<file path="src/design/mke_pkg.sv">
// ----------------------------------------------------------------------------
// mke_pkg
// Shared types, constants and helpers of the Matsubara kernel entry pipeline.
// ----------------------------------------------------------------------------
package mke_pkg;

	localparam int unsigned PHASE_BITS_DEF = 32;
	localparam int unsigned TRIG_BITS_DEF  = 18;

	localparam logic [31:0] INV_BETA_RESET = 32'h0001_0000;
	localparam logic [31:0] ONE_Q31        = 32'h8000_0000;
	localparam logic [31:0] PI4_Q32        = 32'hC90F_DAA2;
	localparam int unsigned TAYLOR_STEPS   = 5;

	// Horner divisors for sine and cosine, first step first
	localparam logic [7:0] DIV_SIN [TAYLOR_STEPS] = '{8'd110, 8'd72, 8'd42, 8'd20, 8'd6};
	localparam logic [7:0] DIV_COS [TAYLOR_STEPS] = '{8'd132, 8'd90, 8'd56, 8'd30, 8'd12};

	// floor(2^32 / d) reciprocals for the divisors above
	localparam logic [31:0] MAG_SIN [TAYLOR_STEPS] = '{
		32'((33'd1 << 32) / 33'd110), 32'((33'd1 << 32) / 33'd72),
		32'((33'd1 << 32) / 33'd42),  32'((33'd1 << 32) / 33'd20),
		32'((33'd1 << 32) / 33'd6)};
	localparam logic [31:0] MAG_COS [TAYLOR_STEPS] = '{
		32'((33'd1 << 32) / 33'd132), 32'((33'd1 << 32) / 33'd90),
		32'((33'd1 << 32) / 33'd56),  32'((33'd1 << 32) / 33'd30),
		32'((33'd1 << 32) / 33'd12)};

	typedef struct packed {
		logic        kind;
		logic        wneg;
		logic [31:0] wmag;
		logic [2:0]  oct;
	} mke_tag_t;

	// Quotient by a small constant: reciprocal estimate is low by at most one.
	function automatic logic [30:0] div_const(input logic [30:0] x, input logic [31:0] m,
			input logic [7:0] d);
		logic [61:0] prod;
		logic [30:0] est;
		logic [38:0] back;
		logic [31:0] rem;
		prod = 62'(x) * 62'(m);
		est  = 31'(prod >> 32);
		back = 39'(est) * 39'(d);
		rem  = 32'(39'(x) - back);
		if (rem >= 32'(d)) begin
			est = est + 31'd1;
		end
		return est;
	endfunction

endpackage

</file>
<file path="src/design/mke_phase.sv">
// ----------------------------------------------------------------------------
// mke_phase
// Fraction, phase in turns, octant fold and conversion to an angle in unsigned Q0.31.
// ----------------------------------------------------------------------------
module mke_phase import mke_pkg::*; #(
	parameter int unsigned PHASE_BITS = PHASE_BITS_DEF
) (
	input  logic        clk,
	input  logic        arst_n,
	input  logic        en,
	input  logic        in_valid,
	input  logic        kind,
	input  logic [31:0] freq_index,
	input  logic [31:0] time_point,
	input  logic [31:0] weight,
	input  logic [31:0] inverse_beta,
	output logic        out_valid,
	output logic [30:0] theta,
	output mke_tag_t    tag
);

	localparam int unsigned KEEP = (PHASE_BITS < 33) ? PHASE_BITS : 33;
	localparam logic [32:0] PH_MASK = ~((33'd1 << (33 - KEEP)) - 33'd1);

	logic        v_s1, v_s2, v_s3, v_s4;
	logic [32:0] frac_s1, mult_s1, q_s2, rr_s3;
	logic [30:0] theta_s4;
	mke_tag_t    tag_s1, tag_s2, tag_s3, tag_s4;
	logic [63:0] frac_full;
	logic [65:0] q_full;
	logic [64:0] th_full;

	assign frac_full = 64'(time_point) * 64'(inverse_beta);
	assign q_full    = 66'(mult_s1) * 66'(frac_s1);
	assign th_full   = 65'(rr_s3) * 65'(PI4_Q32);

	always_ff @(posedge clk or negedge arst_n) begin
		if (!arst_n) begin
			v_s1 <= 1'b0;
			v_s2 <= 1'b0;
			v_s3 <= 1'b0;
			v_s4 <= 1'b0;
		end else if (en) begin
			v_s1 <= in_valid;
			v_s2 <= v_s1;
			v_s3 <= v_s2;
			v_s4 <= v_s3;
		end
	end

	always_ff @(posedge clk) begin
		if (en) begin
			frac_s1     <= frac_full[32:0];
			// 2n + kind is the index with kind appended
			mult_s1     <= {freq_index, kind};
			tag_s1.kind <= kind;
			tag_s1.wneg <= weight[31];
			tag_s1.wmag <= weight[31] ? (32'd0 - weight) : weight;
			tag_s1.oct  <= '0;

			q_s2   <= q_full[32:0] & PH_MASK;
			tag_s2 <= tag_s1;

			tag_s3 <= {tag_s2.kind, tag_s2.wneg, tag_s2.wmag, q_s2[32:30]};
			// odd octants measure the angle back from the octant end
			if (q_s2[30]) begin
				rr_s3 <= 33'h1_0000_0000 - {1'b0, q_s2[29:0], 2'b00};
			end else begin
				rr_s3 <= {1'b0, q_s2[29:0], 2'b00};
			end

			theta_s4 <= th_full[63:33];
			tag_s4   <= tag_s3;
		end
	end

	assign out_valid = v_s4;
	assign theta     = theta_s4;
	assign tag       = tag_s4;

endmodule

</file>
<file path="config.mk">
export PLATFORM = sky130hd
export DESIGN_NAME = mke_phase
export DESIGN_NICKNAME = d
export VERILOG_FILES = /design/src/design/mke_pkg.sv /design/src/design/mke_phase.sv
export SDC_FILE = /design/constraint.sdc
export NUM_CORES = 2
export LEC_CHECK = 0
export ABC_AREA = 1
export BUFFER_PORTS_ARGS = -buffer_cell sky130_fd_sc_hd__buf_4
export CORE_MARGIN = 5
export CORE_UTILIZATION = 55
export CTS_BUF_LIST = sky130_fd_sc_hd__clkbuf_16
export CTS_CLUSTER_DIAMETER = 100
export DETAILED_ROUTE_END_ITERATION = 12
export PLACE_DENSITY = 0.72
export SYNTH_ARGS = -nofsm -noshare
export SYNTH_HDL_FRONTEND = slang
export SYNTH_SLANG_ARGS = --single-unit
</file>
<file path="constraint.sdc">
create_clock -name clk -period 16.6 [get_ports clk]
set_input_delay 3.32 -clock clk [delete_from_list [all_inputs] [get_ports clk]]
set_output_delay 3.32 -clock clk [all_outputs]
set_load 0.05 [all_outputs]
</file>
Word level (Yosys, flattened, before mapping):

Index checks and enable logic that the tools add are counted.

* register bits after elaboration: 308
* input port bits: 133
* output and inout port bits: 69
* word-level logic and storage cells: 33

* add/sub/neg operators: 2
* multipliers: 3
* muxes and demuxes: 2

Operators by type and width (number)
* multiplier 33 x 31 -> 63 bit (second input constant): 1
* multiplier 32 x 32 -> 33 bit: 1
* multiplier 33 x 33 -> 33 bit: 1
* subtractor 33 x 32 -> 33 bit (first input constant): 1
* two-way mux 32 bit: 1
* subtractor 1 x 32 -> 32 bit (first input constant): 1
* two-way mux 31 bit: 1

Longest topological paths before layout:

* depth after elaboration: 2
* mapped depth: 32
* gate-level depth less buffers: 31

Least setup slack after synthesis:

OpenSTA, ideal clock, no wires.

* path kind: input -> register
* start point: input port time_point[13]
* end point: register frac_s1[32] (data pin)
* library setup time: 249 ps
* arrival: 9299 ps
* required time: 16351 ps
* slack: 7052 ps
* stages: 27
* path buffers: 2
* path through: clkbuf_1 clkbuf_1 nand2_1 fa_1 inv_1 fa_1 inv_1 fa_1 inv_1 fa_1 inv_1 fa_1 inv_1 fa_1 inv_1 fa_1 fa_1 inv_1 ha_1 a21oi_1 o21ai_0 nand2_1 o211ai_1 a221oi_1 nand3_1 nand2_1 inv_1

* cells in the longest elaborated chain, start to end: 1

Ends and longest elaborated chain
* start, declared: RTL line mke_phase.sv:14 `input logic [31:0] time_point,`
* multiplier 32 x 32 -> 33 bit: RTL line mke_phase.sv:33 `assign frac_full = 64'(time_point) * 64'(inverse_beta);`
* net frac_full[32]: RTL line mke_phase.sv:29 `logic [63:0] frac_full;`
* end signal, assigned: RTL line mke_phase.sv:53 `frac_s1 <= frac_full[32:0];`
* end, declared: RTL line mke_phase.sv:26 `logic [32:0] frac_s1, mult_s1, q_s2, rr_s3;`

The timed path passes the listed nets, and every way through them passes these cells.
A chain may end at the register's enable or synchronous reset.

Worst setup path after layout:

* start point: input port time_point[7]
* end point: register frac_s1[32] (data pin)

The elaborated chain is that of the path after synthesis.

==> flow_metrics.py <==
metrics = {
    "run_status": {
        "status": "finished, final reports clean",
    },
    "floorplanning": {
        "start_util_pct": 55.5,
        "std_cell_rows": 122,
        "io_pins": 202,
        "fp.dieH_um": 345,
        "die_area_sq_um": 119000,
        "die_w_um": 345,
        "core_sq_um": 111000,
    },
    "synthesis": {
        "synthCells": 7112,
        "post-synth-top-count-cell": "inv_1",
        "synth_flop_cell": "edfxtp_1",
        "synth_seq_cells": 304,
        "synth_edf_count": 300,
        "synth_common_cells": "inv_1 (2282), nand2_1 (1579), fa_1 (1200)",
        "synthArstFlopShare_pct": 1.32,
        "ys_types": 54,
        "avgSynthCellArea_sq_um": 8.66,
        "syn_area_sq_um": 61600,
        "synth_area_leaders": "fa_1 (39%), edfxtp_1 (15%), inv_1 (14%), ha_1 (12%), nand2_1 (9.6%)",
        "syn_nets": 9048,
        "synth_area_leader_cell": "fa_1",
        "yosysSeqAreaShare_pct": 14.8,
        "synth_top_area_share_pct": 39.0,
        "ys.warnings.count": 0,
    },
    "hold_path": {
        "hold_class": "register to register",
        "hold_end": "tag_s2[13]",
        "min_path_cells": 0,
        "worstHoldStart": "tag_s1[13]",
    },
    "clock_network": {
        "cts_setup_buffers": 0,
        "cts-hold-fix-buffers": 0,
        "htreeDepth": 2,
        "cts_buffers": 39,
        "insertion_delay_ns": 0.61,
        "cts_buffer_depth": 3,
        "clkTransAtPathRegs_ns": 0.06,
        "cts_tree": "yes",
        "cts_root_buf": "clkbuf_16",
        "cts_resized": 0,
        "clkSinkCount": 304,
    },
    "route": {
        "post-route-drc-count": 0,
        "routed_wl_mm": 153,
        "ant_nets": 0,
        "firstDrtPassIters": 5,
        "vias_per_cell": 5.13,
        "avgRoutedWirePerCell_um": 17.6,
        "drt_iter0_drc": 2525,
        "num_vias": 44548,
    },
    "setup_path": {
        "path_max_fanout": 26,
        "critPathLaunchType": "primary input",
        "r2r-start": "frac_s1[10]",
        "cp_data_arrival_time_ns": 9.69,
        "crit_required_ns": 16.95,
        "cp_slowest_cell": "fa_1",
        "slowest_delay_ns": 0.59,
        "worstSetupEndpointType": "register",
        "worst-setup-path-type": "primary input to register",
        "r2r_slack_ns": 8.91,
        "reg2reg_depth": 19,
        "r2r-end": "q_s2[30]",
    },
    "sta": {
        "setup_viol": 0,
        "fin_crit_sh_pct": 56.3,
        "tns_ns": 0,
        "finalClockSkew_ns": 0.0261,
        "tightest_slew_ns": 1.22,
        "post-route-worst-setup-slack_ns": 7.26,
        "hold_viol_final": 0,
        "period_minus_slack_ns": 9.34,
        "slew_headroom_pct": 18.4,
        "fmax_mhz": 107,
        "rsz0062_at_grt": "false",
        "slew_viol_final": 0,
    },
    "grt": {
        "grt_pass1_wl_mm": 251,
        "grtUsageTotal_pct": 26.8,
        "antenna_found_initial": 0,
        "grt_overflow_total": 0,
        "grt_max_degree": 97,
        "grt_pass1_vias": 48755,
    },
    "layout": {
        "drive_gt1_share_pct": 4.73,
        "fin_nets": 9099,
        "synthToLayoutAreaGrowth_pct": 6.59,
        "diodes": 0,
    },
    "placement": {
        "post-place-ws_ns": 6.75,
        "portBuffers": 201,
        "gp_congestion": 0.973,
        "dp_hpwl_mm": 127,
    },
    "flow_run": {
        "drv_cap": 0,
    },
}
-- state kept, by name, summed over array words and instances (netlist names) --
| name | cells |
|---|---|
| tag | 37 |
| out_valid | 1 |
| v_s1 | 1 |
| tag_s1 | 33 |
| q_s2 | 32 |
| mult_s1 | 33 |
| theta | 31 |
| rr_s3 | 30 |
| v_s3 | 1 |
| tag_s2 | 34 |
| v_s2 | 1 |
| tag_s3 | 37 |
| frac_s1 | 33 |
-- metrics by stage --
stage	util, %	std cells	hold WS, ns	cell area [sq um]
2_1_floorplan	-	7112	0.400	61600
3_3_place_gp	58.0	8610	0.400	64300
3_5_place_dp	58.0	8610	0.405	64300
4_1_cts	59.2	8679	0.406	65700
5_1_grt	59.2	8679	0.420	65700
6_report	59.2	8679	0.416	65700
-- worst max-delay path, delay by kind of cell --
kind / cells / cell delay [ns]
compound gates: 1 / 0.20
simple gates: 6 / 0.76
fa+ha+maj: 9 / 4.60
buf+inv: 9 / 0.81
-- how the worst max path moves through the flow --
stage	from	end	slack, ns	cells past startpoint
floorplan	time_point[13]	frac_s1[32]	7.05	27
global placement	time_point[12]	frac_s1[32]	6.83	27
detailed placement	time_point[7]	frac_s1[32]	6.75	25
CTS	time_point[7]	frac_s1[32]	7.36	25
global route	inverse_beta[8]	frac_s1[32]	6.95	26
finish	time_point[7]	frac_s1[32]	7.26	25
-- area by class of cell --
class                   count  area, sq um
fillers                  9688        45300
multi-input cells        4293        43000
flip-flops and latches    304         9110
inverters                2289         8590
well taps                1488         1860
repair buffers            236         1780
clock buffers              39          976
clock inverters            30          359
-- kinds of logic (layout without fill, tap and decap cells) --
family                     Yosys count  in the layout  synth area share (%)
AOI/OAI and AO/OA                  336            336                  3.13
and+or+nand+nor                   1960           1960                  12.7
adders and majority gates         1803           1803                  51.2
xor gates and xnor gates           194            194                  2.76
DFF                                304            304                  14.8
buffers and inverters             2515           2594                  15.4
-- cell usage in the layout, fill, tap and decap left out, types with 5 or more instances in the layout --
| master | count |
|---|---|
| o21bai_1 | 10 |
| nor3_1 | 18 |
| nand4_1 | 17 |
| clkbuf_16 | 39 |
| inv_1 | 2289 |
| a21oi_1 | 147 |
| bufinv_16 | 5 |
| ha_1 | 603 |
| buf_4 | 235 |
| o21ai_0 | 79 |
| o21ai_2 | 5 |
| a31oi_1 | 26 |
| o211ai_1 | 6 |
| o21ai_1 | 14 |
| xnor2_1 | 76 |
| nor3_2 | 7 |
| nor4_1 | 11 |
| inv_2 | 6 |
| nand2_1 | 1579 |
| nor2_1 | 176 |
| nand3b_1 | 9 |
| a21o_1 | 17 |
| fa_1 | 1200 |
| xor2_1 | 118 |
| edfxtp_1 | 300 |
| o21a_1 | 7 |
| nand3_1 | 119 |
-- per-layer routing --
metal | global-route usage (%) | vias to the layer above | routed length, um | part of all wire (%)
li1 | - | 20548 | - | -
met1 | 33.2 | 22164 | 59600 | 39
met2 | 47.5 | 1478 | 76400 | 50
met3 | 4.00 | 358 | 9730 | 6.4
met4 | 10.5 | 0 | 6940 | 4.5
met5 | 0 | - | 0 | 0
Power is left out: the tool's default activity adds up to more than one toggle a clock period on the data nets, which glitch-free logic cannot reach.
