## src/design/mke_pkg.sv

```systemverilog
// ----------------------------------------------------------------------------
// mke_pkg
// Shared types, constants and helpers of the Matsubara kernel entry pipeline.
// ----------------------------------------------------------------------------
package mke_pkg;

	localparam int unsigned PHASE_BITS_DEF = 32;
	localparam int unsigned TRIG_BITS_DEF  = 18;

	localparam logic [31:0] INV_BETA_RESET = 32'h0001_0000;
	localparam logic [31:0] ONE_Q31        = 32'h8000_0000;
	localparam logic [31:0] PI4_Q32        = 32'hC90F_DAA2;
	localparam int unsigned TAYLOR_STEPS   = 5;

	// Horner divisors for sine and cosine, first step first
	localparam logic [7:0] DIV_SIN [TAYLOR_STEPS] = '{8'd110, 8'd72, 8'd42, 8'd20, 8'd6};
	localparam logic [7:0] DIV_COS [TAYLOR_STEPS] = '{8'd132, 8'd90, 8'd56, 8'd30, 8'd12};

	// floor(2^32 / d) reciprocals for the divisors above
	localparam logic [31:0] MAG_SIN [TAYLOR_STEPS] = '{
		32'((33'd1 << 32) / 33'd110), 32'((33'd1 << 32) / 33'd72),
		32'((33'd1 << 32) / 33'd42),  32'((33'd1 << 32) / 33'd20),
		32'((33'd1 << 32) / 33'd6)};
	localparam logic [31:0] MAG_COS [TAYLOR_STEPS] = '{
		32'((33'd1 << 32) / 33'd132), 32'((33'd1 << 32) / 33'd90),
		32'((33'd1 << 32) / 33'd56),  32'((33'd1 << 32) / 33'd30),
		32'((33'd1 << 32) / 33'd12)};

	typedef struct packed {
		logic        kind;
		logic        wneg;
		logic [31:0] wmag;
		logic [2:0]  oct;
	} mke_tag_t;

	// Quotient by a small constant: reciprocal estimate is low by at most one.
	function automatic logic [30:0] div_const(input logic [30:0] x, input logic [31:0] m,
			input logic [7:0] d);
		logic [61:0] prod;
		logic [30:0] est;
		logic [38:0] back;
		logic [31:0] rem;
		prod = 62'(x) * 62'(m);
		est  = 31'(prod >> 32);
		back = 39'(est) * 39'(d);
		rem  = 32'(39'(x) - back);
		if (rem >= 32'(d)) begin
			est = est + 31'd1;
		end
		return est;
	endfunction

endpackage

```

## src/design/mke_scale.sv

```systemverilog
// ----------------------------------------------------------------------------
// mke_scale
// Rounding to trig width, quadrant signs, scaling and Q16.16 saturation.
// ----------------------------------------------------------------------------
module mke_scale import mke_pkg::*; #(
	parameter int unsigned TRIG_BITS = TRIG_BITS_DEF
) (
	input  logic        clk,
	input  logic        arst_n,
	input  logic        en,
	input  logic        in_valid,
	input  logic [31:0] sin_q31,
	input  logic [30:0] cos_prod,
	input  mke_tag_t    tag_in,
	input  logic [31:0] inverse_beta,
	output logic        out_valid,
	output logic [31:0] real_part,
	output logic [31:0] imag_part,
	output logic        saturated
);

	localparam int unsigned SH    = 33 - TRIG_BITS;
	localparam int unsigned TFRAC = TRIG_BITS - 2;

	logic                 v_s1, v_s2, v_s3;
	logic [TRIG_BITS-1:0] cm_s1, sm_s1;
	logic                 cn_s1, sn_s1;
	mke_tag_t             tag_s1;
	logic [63:0]          pr_s2, pi_s2;
	logic                 rn_s2, in_s2;
	logic [31:0]          re_s3, im_s3;
	logic                 sat_s3;

	logic [31:0]          cos_v;
	logic [TRIG_BITS-1:0] c_r, s_r, cq, sq;
	logic [31:0]          amag;
	logic [63:0]          rmag, imag_m;
	logic [31:0]          re_n, im_n;
	logic                 re_sat, im_sat;

	function automatic logic [TRIG_BITS-1:0] to_trig(input logic [31:0] v);
		logic [32:0] t;
		t = 33'(v) + (33'd1 << (SH - 1));
		return TRIG_BITS'(t >> SH);
	endfunction

	function automatic logic [32:0] sat32(input logic neg, input logic [63:0] mag);
		// result bit 32 flags a clip
		if (neg) begin
			if (mag > 64'h8000_0000) begin
				return {1'b1, 32'h8000_0000};
			end
			return {1'b0, 32'(64'd0 - mag)};
		end
		if (mag > 64'h7FFF_FFFF) begin
			return {1'b1, 32'h7FFF_FFFF};
		end
		return {1'b0, mag[31:0]};
	endfunction

	assign cos_v = ONE_Q31 - 32'(cos_prod >> 1);
	assign c_r   = to_trig(cos_v);
	assign s_r   = to_trig(sin_q31);
	assign cq    = tag_in.oct[0] ? s_r : c_r;
	assign sq    = tag_in.oct[0] ? c_r : s_r;
	assign amag  = tag_s1.kind ? tag_s1.wmag : inverse_beta;

	assign rmag   = (pr_s2 + (64'd1 << (TFRAC - 1))) >> TFRAC;
	assign imag_m = (pi_s2 + (64'd1 << (TFRAC - 1))) >> TFRAC;
	assign {re_sat, re_n} = sat32(rn_s2, rmag);
	assign {im_sat, im_n} = sat32(in_s2, imag_m);

	always_ff @(posedge clk or negedge arst_n) begin
		if (!arst_n) begin
			v_s1 <= 1'b0;
			v_s2 <= 1'b0;
			v_s3 <= 1'b0;
		end else if (en) begin
			v_s1 <= in_valid;
			v_s2 <= v_s1;
			v_s3 <= v_s2;
		end
	end

	always_ff @(posedge clk) begin
		if (en) begin
			tag_s1 <= tag_in;
			case (tag_in.oct[2:1])
				2'd0: begin
					cm_s1 <= cq; cn_s1 <= 1'b0; sm_s1 <= sq; sn_s1 <= 1'b0;
				end
				2'd1: begin
					cm_s1 <= sq; cn_s1 <= 1'b1; sm_s1 <= cq; sn_s1 <= 1'b0;
				end
				2'd2: begin
					cm_s1 <= cq; cn_s1 <= 1'b1; sm_s1 <= sq; sn_s1 <= 1'b1;
				end
				default: begin
					cm_s1 <= sq; cn_s1 <= 1'b0; sm_s1 <= cq; sn_s1 <= 1'b1;
				end
			endcase

			pr_s2 <= 64'(amag) * 64'(cm_s1);
			pi_s2 <= 64'(amag) * 64'(sm_s1);
			if (tag_s1.kind) begin
				rn_s2 <= tag_s1.wneg ^ cn_s1;
				in_s2 <= tag_s1.wneg ^ sn_s1;
			end else begin
				// bosonic entry is conjugated
				rn_s2 <= cn_s1;
				in_s2 <= !sn_s1 && (sm_s1 != '0);
			end

			re_s3  <= re_n;
			im_s3  <= im_n;
			sat_s3 <= re_sat | im_sat;
		end
	end

	assign out_valid = v_s3;
	assign real_part = re_s3;
	assign imag_part = im_s3;
	assign saturated = sat_s3;

endmodule

```

## config.mk

```make
export PLATFORM = sky130hd
export DESIGN_NAME = mke_scale
export DESIGN_NICKNAME = d
export VERILOG_FILES = /design/src/design/mke_pkg.sv /design/src/design/mke_scale.sv
export SDC_FILE = /design/constraint.sdc
export NUM_CORES = 2
export LEC_CHECK = 0
export BUFFER_PORTS_ARGS = -buffer_cell sky130_fd_sc_hd__buf_2
export CAP_MARGIN = 20
export CELL_PAD_IN_SITES_DETAIL_PLACEMENT = 1
export CELL_PAD_IN_SITES_GLOBAL_PLACEMENT = 2
export CORE_AREA = 2 2 414 293
export CTS_CLUSTER_SIZE = 12
export DETAILED_ROUTE_END_ITERATION = 7
export DIE_AREA = 0 0 416 295
export HOLD_SLACK_MARGIN = 0.15
export PLACE_DENSITY = 0.9
export SETUP_SLACK_MARGIN = 0.02
export SLEW_MARGIN = 15
export SYNTH_ARGS = -nofsm -noshare
export SYNTH_HDL_FRONTEND = slang
export SYNTH_SLANG_ARGS = --single-unit
```

## constraint.sdc

```tcl
create_clock -name clk -period 9.2 [get_ports clk]
set_input_delay 2.3 -clock clk [delete_from_list [all_inputs] [get_ports clk]]
set_output_delay 2.3 -clock clk [all_outputs]
set_load 0.03 [all_outputs]
```

---- Word level (Yosys, flattened, before mapping) ----
Cells that the tools add are included.
storage, ports and cells
  register bits ........................... 242
  bits in latches ......................... 0
  RAM bits ................................ 0
  bits in read-only memories .............. 0
  input port bits ......................... 136
  output and inout bits ................... 66
  logic and storage cells ................. 73
  memories kept ........................... 0
operators by class
  add/sub/neg operators ................... 7
  multiply operators ...................... 2
  divide/modulo/power cells ............... 0
  $lt $le $gt $ge ......................... 4
  eq/ne operators ......................... 2
  shifts and indexed selects .............. 0
  multiplexer cells ....................... 31
  bitwise gates (word level) .............. 3
  reductions and logical operators ........ 7
operators by type and width
  cell                                                              count
  two-way mux 33 bit                                                12
  adder 50 x 16 -> 51 bit (second input constant)                   2
  multiplier 32 x 18 -> 50 bit                                      2
  two-way mux 18 bit                                                4
  greater-than comparator 35 x 31 -> 1 bit (second input constant)  2
  greater-than comparator 35 x 32 -> 1 bit (second input constant)  2
  adder 32 x 15 -> 33 bit (second input constant)                   2
  subtractor 1 x 32 -> 32 bit (first input constant)                2
  two-way mux 32 bit                                                1
  subtractor 32 x 30 -> 32 bit (first input constant)               1
  nonzero test 18 bit                                               1
  two-way mux 1 bit                                                 14
  OR reduction 2 bit                                                3
  == test 2 x 1 -> 1 bit (second input constant)                    1
  == test 2 bit (second input constant)                             1
  logical NOT 2 bit                                                 1
  bitwise XOR 1 bit                                                 2
  logical AND 1 bit                                                 1
  logical NOT 1 bit                                                 1
  bitwise OR 1 bit                                                  1

---- Logic depth before layout (Yosys ltp) ----
  word-level depth ........................ 10
  mapped depth ............................ 27
  gate-level depth less buffers ........... 24

---- Worst setup path after synthesis ----
No wires, ideal clock.
  kind .................................... in2reg
  start point ............................. input inverse_beta[15]
  end point ............................... register pi_s2[43], data pin
  setup time .............................. 0.258 ns
  data arrival time ....................... 8.554 ns
  data required time ...................... 8.942 ns
  setup slack ............................. 0.388 ns
  stages on the path ...................... 22
  buffers on the path ..................... 1
  cell sequence ........................... mux2_1 > clkbuf_1 > and2_1 > fa_1 > inv_1 > fa_1 > fa_1 > inv_1 > fa_1 > fa_1 > inv_1 > fa_1 > inv_1 > ha_1 > a211o_1 > a2111oi_0 > o22ai_1 > o311ai_0 > nand2_1 > or4_1 > a31oi_1 > xnor2_1
on the way
  longest elaborated chain between the ends .. 2
ends and longest elaborated chain
  item                          line              text
  start, declared               mke_scale.sv:15   input logic [31:0] inverse_beta,
  two-way mux 32 bit            mke_scale.sv:66   assign amag = tag_s1.kind ? tag_s1.wmag : inverse_beta;
  multiplier 32 x 18 -> 50 bit  mke_scale.sv:104  pi_s2 <= 64'(amag) * 64'(sm_s1);
  end signal, assigned          mke_scale.sv:104
  end, declared                 mke_scale.sv:29   logic [63:0] pr_s2, pi_s2;
Every way passes these cells.
A chain may end at the register's enable or synchronous reset.

---- Final worst setup path ----
  start point ............................. input inverse_beta[14]
  end point ............................... register pr_s2[46], data pin
on the way
  longest elaborated chain between the ends .. 2
ends and longest elaborated chain
  item                          line              text
  two-way mux 32 bit            mke_scale.sv:66
  multiplier 32 x 18 -> 50 bit  mke_scale.sv:103  pr_s2 <= 64'(amag) * 64'(cm_s1);
  end signal, assigned          mke_scale.sv:103
  end, declared                 mke_scale.sv:29
Every way passes these cells.

==> PnR_summary.wiki <==
{| class="wikitable"
! Metric !! Value
|-
| Footprint of the flip-flops and latches || between 6000 and 7000 sq um
|-
| Reg2reg start || tag_s1[36]$_DFFE_PP_
|-
| TritonCTS clock tree || built
|-
| Layout cells sized above 1 || a little over a tenth
|-
| Sinks on the clock net || 212
|-
| Total of max-cap violations || 0
|-
| Nets in the synthesized netlist || ~6400
|-
| Max Clock Freq || 113 MHz
|-
| Final Critical Period || 8.87 ns
|-
| R2r setup slk || 1.18 ns
|-
| Via count of the first global-routing pass || 40700
|-
| Area after detailed placement || 51200 sq um
|-
| Path class of the lowest-slack min-delay path || flip-flop to flip-flop
|-
| Library cell with the highest instance count after synthesis || sky130_fd_sc_hd__inv_1
|-
| Worst slew margin relative to its limit || 24.0%
|-
| Worst Path Required || 9.55 ns
|-
| Area of the mapped netlist || 47300 sq um
|-
| Predominant post-synthesis flop cell || sky130_fd_sc_hd__edfxtp_1
|-
| Multi-input logic area || about 36000 sq um
|-
| Syn Area/Cell || about 9.3 sq um
|-
| Hold Crit Depth || 1
|-
| Post-synth cell types || 88
|-
| Remaining global-route overflow || 0
|-
| Die span in x || around 420 microns
|-
| Portion of the post-synthesis area used by sequential elements || about 13%
|-
| Critical Setup Path Class || primary input to flip-flop
|-
| Worst reg2reg path endpoint || pr_s2[46]$_DFFE_PP_
|-
| Proportion of register bits with asynchronous set or reset after synthesis || 1.42%
|-
| Die Span Y || 295 microns
|-
| Number of cell instances on the worst register-to-register path || 29
|-
| Kind of end point of the critical path || flip-flop
|-
| Initial core utilization || 39.8%
|-
| Number of optimization iterations in the first detailed-route pass || 5
|-
| Count of buffers added by post-CTS timing repair for setup || 0
|-
| Crit path launch type || primary input
|-
| Total number of placement rows || 106
|-
| Number of instances in the synthesized netlist || approximately 5100
|-
| Hold Startpoint || out_valid$_DFFE_PN0P_
|-
| Antenna violations before repair || 1
|-
| DR vias/cell || 5.23
|-
| Post-detailed-route count of antenna-violating nets || 0
|-
| Arrival time of data at the critical path endpoint || 9.22 ns
|-
| Number of nets in the layout || approximately 6600
|-
| Number of I/O pins || a little over 200
|-
| Largest net degree at the start of global routing || 165
|-
| Post-synth EDFFs || roughly 210
|-
| First DRT Iteration DRCs || 2175
|-
| Worst path max stage delay || 0.60 ns
|-
| Yosys warning total || 0
|-
| Layout filler cell count || 13700
|-
| Portion of the clock cycle consumed by the worst path in the final layout || a little over nine tenths
|-
| Final-report setup violation count || 0
|-
| Number of buffers on the longest clock path || 3
|-
| Most used standard cells in the synthesized netlist || sky130_fd_sc_hd__inv_1, sky130_fd_sc_hd__fa_1, sky130_fd_sc_hd__nand2_1
|-
| Global-route wire length before repair || about 230000 microns
|-
| I/O Buffers || 186
|-
| Remaining DRCs || 0
|-
| Core utilization of the finished layout || 43.9%
|-
| CTS Buf Count || 27
|-
| Critical-path cell with the highest stage delay || sky130_fd_sc_hd__fa_1
|-
| Gp weighted congestion || 0.884
|-
| Result of the run || finished, final reports clean
|-
| Synthesis-to-finish area growth || 10.1%
|-
| Total count of hold-check failures in the final report || 0
|-
| Post-detail-place hpwl || roughly 120000 microns
|-
| Post-route cell area || 52100 sq um
|-
| Via total after detailed routing || 36000
|-
| Synthesized flop and latch total || 212
|-
| Worst Tran Pin Value || 1.14 ns
|-
| Final Max Slew Viols || 0
|-
| Setup repair after global routing missed its margin || no
|-
| Aggregate global-route resource usage || 23.9%
|-
| Ant diodes || 0
|-
| CTS Root Buffer Type || sky130_fd_sc_hd__clkbuf_16
|-
| Area enclosed by the die boundary || 123000 sq um
|-
| Core area || approximately 120000 sq um
|-
| Final Routed Wirelength || 143000 microns
|-
| Clock transition at the registers of the reported paths || 0.06 ns
|-
| Area fraction of the dominant cell type after synthesis || between 40% and 50%
|-
| Hold-fix buffers, CTS || 0
|-
| Worst-case clock skew || 0.0383 ns
|-
| Wire length per cell || around 21 microns
|-
| Cell type with the largest total area after synthesis || sky130_fd_sc_hd__fa_1
|-
| Largest fanout on the critical path || 12
|-
| Worst hold path endpoint || out_valid$_DFFE_PN0P_
|-
| Clock latency of the later-clocked register in the worst-skew pair || around 0.63 ns
|-
| H-tree level count || 1
|-
| Ranking of synthesized cells by area || sky130_fd_sc_hd__fa_1, sky130_fd_sc_hd__edfxtp_1, sky130_fd_sc_hd__inv_1
|}
[critical path: cells and delay by family]
kind                     cells  cell delay, ns
XOR/XNOR                     1            0.13
AND/OR/NAND/NOR              3            0.45
multiplexers                 1            0.32
buffers and inverters       12            1.54
adder cells (fa/ha/maj)      7            3.42
AO/OA/AOI/OAI                5            1.06
[logic make-up after synthesis]
family                   synth area share, %
AND/OR/NAND/NOR                         18.0
buffers and inverters                   10.6
adder cells (fa/ha/maj)                 47.2
AO/OA/AOI/OAI                           5.37
flip-flops                              13.4
XOR/XNOR                                3.72
multiplexers                            1.63
[sequential cells by signal, indices dropped and copies added (netlist names), 18 cells and up]
name / cells
tag_s1: 34
cm_s1: 18
imag_part: 32
pi_s2: 35
pr_s2: 35
real_part: 32
sm_s1: 18
[stage by stage]
step                      hold WS (ns)  TNS (ns)  setup slack [ns]  std cells
after global routing             0.535         0             0.121       6876
after detailed placement         0.509     -2.34            -0.279       6823
after CTS                        0.517         0             0.253       6872
final                            0.516         0             0.332       6876
after global placement           0.484    -0.915            -0.225       6823
after floorplan                  0.475         0             0.388       5091
[worst max path at each step]
| stage | start | end | slack, ns |
|---|---|---|---|
| 6_report | inverse_beta[14] | pr_s2[46]$_DFFE_PP_ | 0.33 |
| 5_1_grt | inverse_beta[14] | pr_s2[43]$_DFFE_PP_ | 0.12 |
| 4_1_cts | inverse_beta[11] | pi_s2[43]$_DFFE_PP_ | 0.25 |
| 3_5_place_dp | inverse_beta[11] | pi_s2[43]$_DFFE_PP_ | -0.28 |
| 3_3_place_gp | inverse_beta[14] | pr_s2[46]$_DFFE_PP_ | -0.23 |
| 2_1_floorplan | inverse_beta[15] | pi_s2[43]$_DFFE_PP_ | 0.39 |
[layer usage]
layer	GRT usage (%)	vias to the layer above	part of all wire, %
met4	6.27	0	2.9
met1	33.0	18900	45
li1	-	15900	-
met5	0	-	0
met2	40.0	966	47
met3	2.93	179	5.3
[area by class of cell]
cell class,instances,area share [%]
multi-input combinational,3558,69.0
clock buffer,31,1.33
sequential,212,12.2
tap,1566,3.76
timing repair buffer,436,5.85
inverter,1055,7.61
clock inverter,18,0.245
[placed cells by master (no fill, tap or decap), drive strengths merged, types with 7 or more instances in the layout]
cell | synthesis | final
inv | 1054 | 1057
fa | 956 | 956
nand2 | 820 | 820
and2 | 453 | 453
buf | 25 | 436
ha | 253 | 253
edfxtp | 209 | 209
nor2 | 122 | 122
xnor2 | 122 | 122
xor2 | 79 | 79
a21oi | 75 | 75
nor3 | 64 | 64
nand3 | 59 | 59
nand4 | 53 | 53
o21ai | 52 | 52
a21o | 46 | 46
nor4 | 42 | 42
mux2 | 38 | 38
mux2i | 34 | 34
clkbuf | 241 | 31
and3 | 29 | 29
a221oi | 29 | 29
a211oi | 21 | 21
and4 | 17 | 17
a31oi | 17 | 17
or3 | 15 | 15
clkinv | 1 | 14
nor2b | 11 | 11
nand2b | 11 | 11
o21a | 11 | 11
a22o | 11 | 11
or4 | 10 | 10
o211ai | 9 | 9
nand3b | 8 | 8
o22ai | 7 | 7
o31ai | 7 | 7
[what timing repair did]
item / CTS / global route
setup endpoints to repair: 0 / 1
gates resized for setup: 0 / 1
endpoints found under the hold margin: 0 / 0
Power is not shown: default switching activity piles up to over one toggle a cycle in this logic, so the estimate is an artifact.
